**src/hw/rtl/dpcm_dec_pkg.sv**
```systemverilog
`default_nettype none

package dpcm_dec_pkg;

    localparam int CODE_W    = 8;
    localparam int SAMPLE_W  = 16;
    localparam int MAG_W     = 15;
    localparam int TAB_DEPTH = 128;
    localparam int CFG_W     = 2;
    localparam int CFG_IDX_W = 1;

    localparam int MAX_CHANNELS_DEF = 2;

    // Constants of the exponential curve recurrence.
    localparam longint EXP_MUL   = 441;
    localparam longint EXP_BIAS  = 3103;
    localparam longint EXP_DIV   = 6206;
    localparam longint EXP_FLOOR = 256;
    localparam longint EXP_ROUND = 128;
    localparam longint MAG_MAX   = 32767;

    typedef enum logic [1:0] {
        MODE_SQUARE = 2'd0,
        MODE_CUBE   = 2'd1,
        MODE_EXP    = 2'd2
    } mode_t;

    typedef enum logic [CFG_IDX_W-1:0] {
        CFG_TABLE_MODE    = 1'b0,
        CFG_CHANNEL_COUNT = 1'b1
    } cfg_idx_t;

    localparam logic [CFG_W-1:0] TABLE_MODE_RST    = 2'd0;
    localparam logic [CFG_W-1:0] CHANNEL_COUNT_RST = 2'd2;
    localparam logic [CFG_W-1:0] CHANNELS_MONO     = 2'd1;

    typedef logic [TAB_DEPTH-1:0][MAG_W-1:0] mag_tab_t;

    function automatic mag_tab_t square_table();
        mag_tab_t t;
        for (int i = 0; i < TAB_DEPTH; i++) begin
            t[i] = MAG_W'(i * i * 2);
        end
        return t;
    endfunction

    function automatic mag_tab_t cube_table();
        mag_tab_t t;
        for (int i = 0; i < TAB_DEPTH; i++) begin
            t[i] = MAG_W'((i * i * i) / 64);
        end
        return t;
    endfunction

    // Runs the recurrence once per magnitude while building the table.
    function automatic mag_tab_t exp_table();
        mag_tab_t t;
        longint   s;
        longint   step;
        longint   v;
        s = 0;
        for (int i = 0; i < TAB_DEPTH; i++) begin
            v = (s + EXP_ROUND) >>> 8;
            if (v > MAG_MAX) begin
                v = MAG_MAX;
            end
            t[i] = MAG_W'(v);
            step = (s * EXP_MUL + EXP_BIAS) / EXP_DIV;
            if (step < EXP_FLOOR) begin
                step = EXP_FLOOR;
            end
            s = s + step;
        end
        return t;
    endfunction

    localparam mag_tab_t SQUARE_TAB = square_table();
    localparam mag_tab_t CUBE_TAB   = cube_table();
    localparam mag_tab_t EXP_TAB    = exp_table();

endpackage

`default_nettype wire

```
**src/hw/rtl/dpcm_dec_curve.sv**
```systemverilog
`default_nettype none

module dpcm_dec_curve (
    input  wire logic signed [dpcm_dec_pkg::CODE_W-1:0]   code,
    input  wire logic        [dpcm_dec_pkg::CFG_W-1:0]    table_mode,
    output logic signed      [dpcm_dec_pkg::SAMPLE_W-1:0] tval,
    output logic                                          bad_code
);
    import dpcm_dec_pkg::*;

    logic [CODE_W-1:0] abs_code;
    logic [6:0]        mag;
    logic [MAG_W-1:0]  tab_val;

    assign abs_code = code[CODE_W-1] ? CODE_W'(-code) : code;
    assign mag      = abs_code[6:0];
    assign bad_code = (code == -8'sd128);

    always_comb begin
        unique case (table_mode)
            MODE_CUBE: tab_val = CUBE_TAB[mag];
            MODE_EXP:  tab_val = EXP_TAB[mag];
            default:   tab_val = SQUARE_TAB[mag];
        endcase
    end

    // The most negative code is invalid and decodes to zero.
    always_comb begin
        priority if (bad_code) begin
            tval = '0;
        end else if (code[CODE_W-1]) begin
            tval = -$signed({1'b0, tab_val});
        end else begin
            tval = $signed({1'b0, tab_val});
        end
    end

endmodule

`default_nettype wire

```
**src/hw/rtl/dpcm_table_audio_decoder.sv**
```systemverilog
`default_nettype none
// Pipeline: a word accepted on the input is held in the input register, and its result is
// registered on the result port when the word advances, once the result port is free.
// Throughput: one word per cycle while m_ready does not stall the output; the per-channel
// level is read and written by the single table lookup, add and clip stage, so each word
// sees the level of the one before. Reset (synchronous, active low) zeroes every channel
// level, empties both stages and sets table_mode to square law and channel_count to stereo.

module dpcm_table_audio_decoder #(
    parameter int MAX_CHANNELS = dpcm_dec_pkg::MAX_CHANNELS_DEF
) (
    input  wire logic                                          aclk,
    input  wire logic                                          aresetn,
    input  wire logic                                          cfg_wr_en,
    input  wire logic        [dpcm_dec_pkg::CFG_IDX_W-1:0]     cfg_index,
    input  wire logic        [dpcm_dec_pkg::CFG_W-1:0]         cfg_wdata,
    input  wire logic                                          s_valid,
    output logic                                               s_ready,
    input  wire logic signed [dpcm_dec_pkg::CODE_W-1:0]        s_code,
    input  wire logic                                          s_channel,
    output logic                                               m_valid,
    input  wire logic                                          m_ready,
    output logic signed      [dpcm_dec_pkg::SAMPLE_W-1:0]      m_sample,
    output logic                                               m_was_delta,
    output logic                                               m_bad_code
);
    import dpcm_dec_pkg::*;

    localparam int CH_W = (MAX_CHANNELS > 1) ? $clog2(MAX_CHANNELS) : 1;

    logic [CFG_W-1:0] table_mode_reg;
    logic [CFG_W-1:0] channel_count_reg;

    logic                     in_valid_reg;
    logic signed [CODE_W-1:0] code_reg;
    logic                     channel_reg;

    logic signed [SAMPLE_W-1:0] level_reg [MAX_CHANNELS];

    logic                       out_valid_reg;
    logic signed [SAMPLE_W-1:0] sample_reg;
    logic                       was_delta_reg;
    logic                       bad_code_reg;

    logic                       advance;
    logic                       eff_channel;
    logic [CH_W-1:0]            ch_sel;
    logic signed [SAMPLE_W-1:0] tval;
    logic                       bad_code;
    logic signed [SAMPLE_W:0]   sum;
    logic signed [SAMPLE_W-1:0] level_next;

    assign advance = in_valid_reg && (!out_valid_reg || m_ready);
    assign s_ready = !in_valid_reg || advance;

    assign eff_channel = (channel_count_reg == CHANNELS_MONO) ? 1'b0 : channel_reg;
    assign ch_sel = (int'(eff_channel) < MAX_CHANNELS) ? CH_W'(eff_channel) : '0;

    dpcm_dec_curve u_curve (
        .code       (code_reg),
        .table_mode (table_mode_reg),
        .tval       (tval),
        .bad_code   (bad_code)
    );

    assign sum = {level_reg[ch_sel][SAMPLE_W-1], level_reg[ch_sel]}
               + {tval[SAMPLE_W-1], tval};

    // An odd code is a delta and saturates; an even code loads the level directly.
    always_comb begin
        priority if (!code_reg[0]) begin
            level_next = tval;
        end else if (sum[SAMPLE_W] != sum[SAMPLE_W-1]) begin
            level_next = sum[SAMPLE_W] ? {1'b1, {(SAMPLE_W-1){1'b0}}}
                                       : {1'b0, {(SAMPLE_W-1){1'b1}}};
        end else begin
            level_next = sum[SAMPLE_W-1:0];
        end
    end

    always_ff @(posedge aclk) begin
        if (!aresetn) begin
            table_mode_reg    <= TABLE_MODE_RST;
            channel_count_reg <= CHANNEL_COUNT_RST;
        end else if (cfg_wr_en) begin
            unique case (cfg_index)
                CFG_TABLE_MODE:    table_mode_reg    <= cfg_wdata;
                CFG_CHANNEL_COUNT: channel_count_reg <= cfg_wdata;
                default:           ;
            endcase
        end
    end

    always_ff @(posedge aclk) begin
        if (!aresetn) begin
            in_valid_reg <= 1'b0;
        end else if (s_ready) begin
            in_valid_reg <= s_valid;
        end
    end

    always_ff @(posedge aclk) begin
        if (s_valid && s_ready) begin
            code_reg    <= s_code;
            channel_reg <= s_channel;
        end
    end

    always_ff @(posedge aclk) begin
        if (!aresetn) begin
            for (int i = 0; i < MAX_CHANNELS; i++) begin
                level_reg[i] <= '0;
            end
        end else if (advance) begin
            level_reg[ch_sel] <= level_next;
        end
    end

    always_ff @(posedge aclk) begin
        if (!aresetn) begin
            out_valid_reg <= 1'b0;
        end else if (advance) begin
            out_valid_reg <= 1'b1;
        end else if (m_ready) begin
            out_valid_reg <= 1'b0;
        end
    end

    always_ff @(posedge aclk) begin
        if (advance) begin
            sample_reg    <= level_next;
            was_delta_reg <= code_reg[0];
            bad_code_reg  <= bad_code;
        end
    end

    assign m_valid     = out_valid_reg;
    assign m_sample    = sample_reg;
    assign m_was_delta = was_delta_reg;
    assign m_bad_code  = bad_code_reg;

endmodule

`default_nettype wire
```
**config.mk**
```make
export PLATFORM = sky130hd
export DESIGN_NAME = dpcm_table_audio_decoder
export DESIGN_NICKNAME = d
export VERILOG_FILES = /design/src/hw/rtl/dpcm_dec_pkg.sv /design/src/hw/rtl/dpcm_dec_curve.sv /design/src/hw/rtl/dpcm_table_audio_decoder.sv
export SDC_FILE = /design/constraint.sdc
export NUM_CORES = 1
export LEC_CHECK = 0
export BUFFER_PORTS_ARGS = -buffer_cell sky130_fd_sc_hd__buf_4
export CAP_MARGIN = 10
export CORE_ASPECT_RATIO = 0.9
export CORE_MARGIN = 2
export CORE_UTILIZATION = 39
export CTS_CLUSTER_DIAMETER = 40
export CTS_CLUSTER_SIZE = 14
export DETAILED_ROUTE_END_ITERATION = 6
export SYNTH_ARGS = -nofsm -noshare
export SYNTH_HDL_FRONTEND = slang
export SYNTH_SLANG_ARGS = --single-unit
```
**constraint.sdc**
```tcl
create_clock -name aclk -period 13.4 [get_ports aclk]
set_input_delay 2.68 -clock aclk [delete_from_list [all_inputs] [get_ports aclk]]
set_output_delay 2.68 -clock aclk [all_outputs]
set_load 0.01 [all_outputs]
```
==> impl_metrics.toml <==
[flow_run]
drv_cap = 0

[placed_design]
routabilityCongestion = 1.07
io_buffer_count = 36
dp_hpwl_microns = 35100

[sta]
rsz0062_at_grt = "false"
hold_viol_final = 0
post-route-min-period_ns = 10.06
clock_skew_ns = 0.0114
slew-limit-headroom_pct = 19.1
setup_viol = 0
maxSlewViolCount = 0
hold-worst-slack_ns = 0.469
fmax_mhz = 99.4
tightest_slew_ns = 1.21
fin_crit_sh_pct = 75.1
finalSetupTns_ns = 0

[yosys]
synth_seq_cells = 65
syn-cell-area_sq_mm = 0.0101
synth_edf_count = 59
async_flop_share_pct = 0
ys_seq_area_share_pct = 18.7
synthFlopType = "edfxtp_1"
synth_cell_types = 111
ys_warn_count = 0
synth_nets = 1402
netlist_instances = 1350
syn_avg_cell_area_sq_um = 7.48

[worst_setup_path]
crit_path_max_incr_delay_ns = 0.87
cp.required_ns = 13.47
startpoint = "code_reg[0]$_DFFE_PP_"
reg2reg_from = "code_reg[0]$_DFFE_PP_"
worstSetupPathType = "register to register"
arrival_ns = 10.13
cpMaxStageDelayCell = "inv_1"
cpMostUsedCell = "nor2_1"
critPathCaptureType = "register"
crit_fanout = 41
start_kind = "register"

[grt]
grt.total_usage_pct = 36.3
grt_max_degree = 106
grt_pass1_wl_microns = 73800
antenna_found_initial = 1
grt_overflow = 0
grt_pass1_vias = 10900

[floorplanning]
die_height_microns = 157
ios = 37
die_area_sq_mm = 0.0272
start_util_pct = 40.0
chipWidth_microns = 174
core.rowCount = 55
core_area_sq_mm = 0.0253

[clock_tree]
htreeDepth = 3
clock_sinks = 65
post_cts_buffers = 0
worstSkewPairLatency_ns = 0.34
ctsResizeCount = 0
cts_tree = "built"
clk_pin_slew_ns = 0.07
cts-root-buf = "clkbuf_16"
cts_buffer_depth = 2
cts_made_buffers = 9
cts.hold.buffers_added = 0

[cells_and_area]
filler_cell_count = 2648
largest_reg_flops = 32
finalNetCount = 1348
drive_gt1_share_pct = 12.9
final_common_cell = "nor2_1"
area_delta_synth_final_pct = 6.22
final_cell_mix = "137 x nor2_1, 114 x a21oi_1, 109 x o21ai_0"

[min_path]
hp-start = "channel_count_reg[0]$_SDFFE_PN0P_"
hold_path.class = "register to register"

[detailed_routing]
drtIter0Drc = 2775
final_antenna_net_count = 0
via_per_inst = 7.37
routed_wl_microns = 50400
firstDrtPassIters = 7
remaining_drc_errors = 6
vias = 12100
avgRoutedWirePerCell_microns = 30.6

[outcome]
status = "finished, violations left"
violations = "design-rule violations"

[power_and_ir_drop]
vdd_drop_max_mv = 0.0961
p_per_area_mw_per_mm2 = 107
leakage_nw = 3.72
-- per-stage QoR --
step	cells	util, %	worst slack, ns	instance area (sq um)	total power [mW]
6_report	1646	42.5	3.34	10700	1.15
4_1_cts	1643	42.4	3.65	10700	1.11
3_3_place_gp	1627	41.2	3.58	10400	0.882
2_1_floorplan	1350	-	5.79	10100	0.687
5_1_grt	1643	42.4	2.71	10700	1.19
3_5_place_dp	1627	41.2	3.71	10400	0.870
-- cell families after synthesis --
family,Yosys count,share of synthesized area (%)
flip-flops,65,18.7
multiplexers,26,2.95
XOR/XNOR,35,3.48
AND/OR/NAND/NOR,442,22.0
buffers and inverters,170,8.28
adder cells (fa/ha/maj),35,4.41
AO/OA/AOI/OAI,577,40.1
-- critical path, delay by kind of cell, from the launching register on --
family	cells	cell delay, ns
flip-flops	1	0.68
adder cells (fa/ha/maj)	3	1.17
AND/OR/NAND/NOR	10	1.89
buffers and inverters	3	1.51
multiplexers	1	0.63
AO/OA/AOI/OAI	14	3.90
-- final timing paths --
kind	endpoint	slack, ns	depth (start not counted)
worst min-delay path	channel_count_reg[0]$_SDFFE_PN0P_	0.47	2
worst min register to register	channel_count_reg[0]$_SDFFE_PN0P_	0.47	2
worst max register to register	level_reg[0][10]$_SDFFCE_PN0P_	3.34	31
worst max-delay path	level_reg[0][10]$_SDFFCE_PN0P_	3.34	31
-- synth_stat cells (all sizes together), types with 8 or more instances --
cell     number  share of area (%)
buf          88                5.2
o2111ai      15                1.4
a22oi         9               0.67
a211o        12                1.0
o22ai        14               0.87
xnor2        23                2.3
nor4         14                1.1
a311oi       19                1.6
inv          31                1.2
nand2        96                3.6
o211ai       27                2.0
a31oi        39                2.8
a221oi       25                2.2
xor2         12                1.2
nand3        31                1.6
and2         11               0.68
nor2        139                5.2
nor2b        27                1.7
o31ai        16                1.2
ha           34                4.2
nand4         8               0.50
o311ai       11               0.95
nor3b         8               0.64
a32oi        14                1.2
o221ai       14                1.2
or3           8               0.50
edfxtp       59                 18
nor3         42                2.2
a2111oi      11               0.97
o21ai       118                6.0
o21a         11               0.82
and3         11               0.68
a21o         11               0.82
a211oi       31                2.4
clkbuf       49                1.8
or2           9               0.56
nand2b       18                1.1
a21oi       115                5.7
mux2         20                2.2
-- layout make-up --
cell class,instances,area [sq um],area share [%]
Antenna cell,3,7.51,0.0700
Clock buffer,9,225,2.10
Tap cell,342,428,3.99
Sequential cell,65,1890,17.6
Clock inverter,7,77.6,0.724
Timing Repair Buffer,72,553,5.16
Inverter,33,124,1.16
Multi-Input combinational cell,1115,7410,69.2
-- per-layer routing --
| metal | GRT usage, % | wire length, microns |
|---|---|---|
| met1 | 49.4 | 20100 |
| met2 | 47.8 | 18600 |
| met3 | 14.7 | 8260 |
| met4 | 20.4 | 3440 |
| met5 | 0 | 0 |
-- power by group --
part           internal, mW  leakage [nW]  switching [mW]
combinational         0.211          2.93           0.449
clock                 0.146         0.146          0.0960
sequential            0.242         0.637         0.00713
Note: power is estimated with default switching activity, not from simulation.
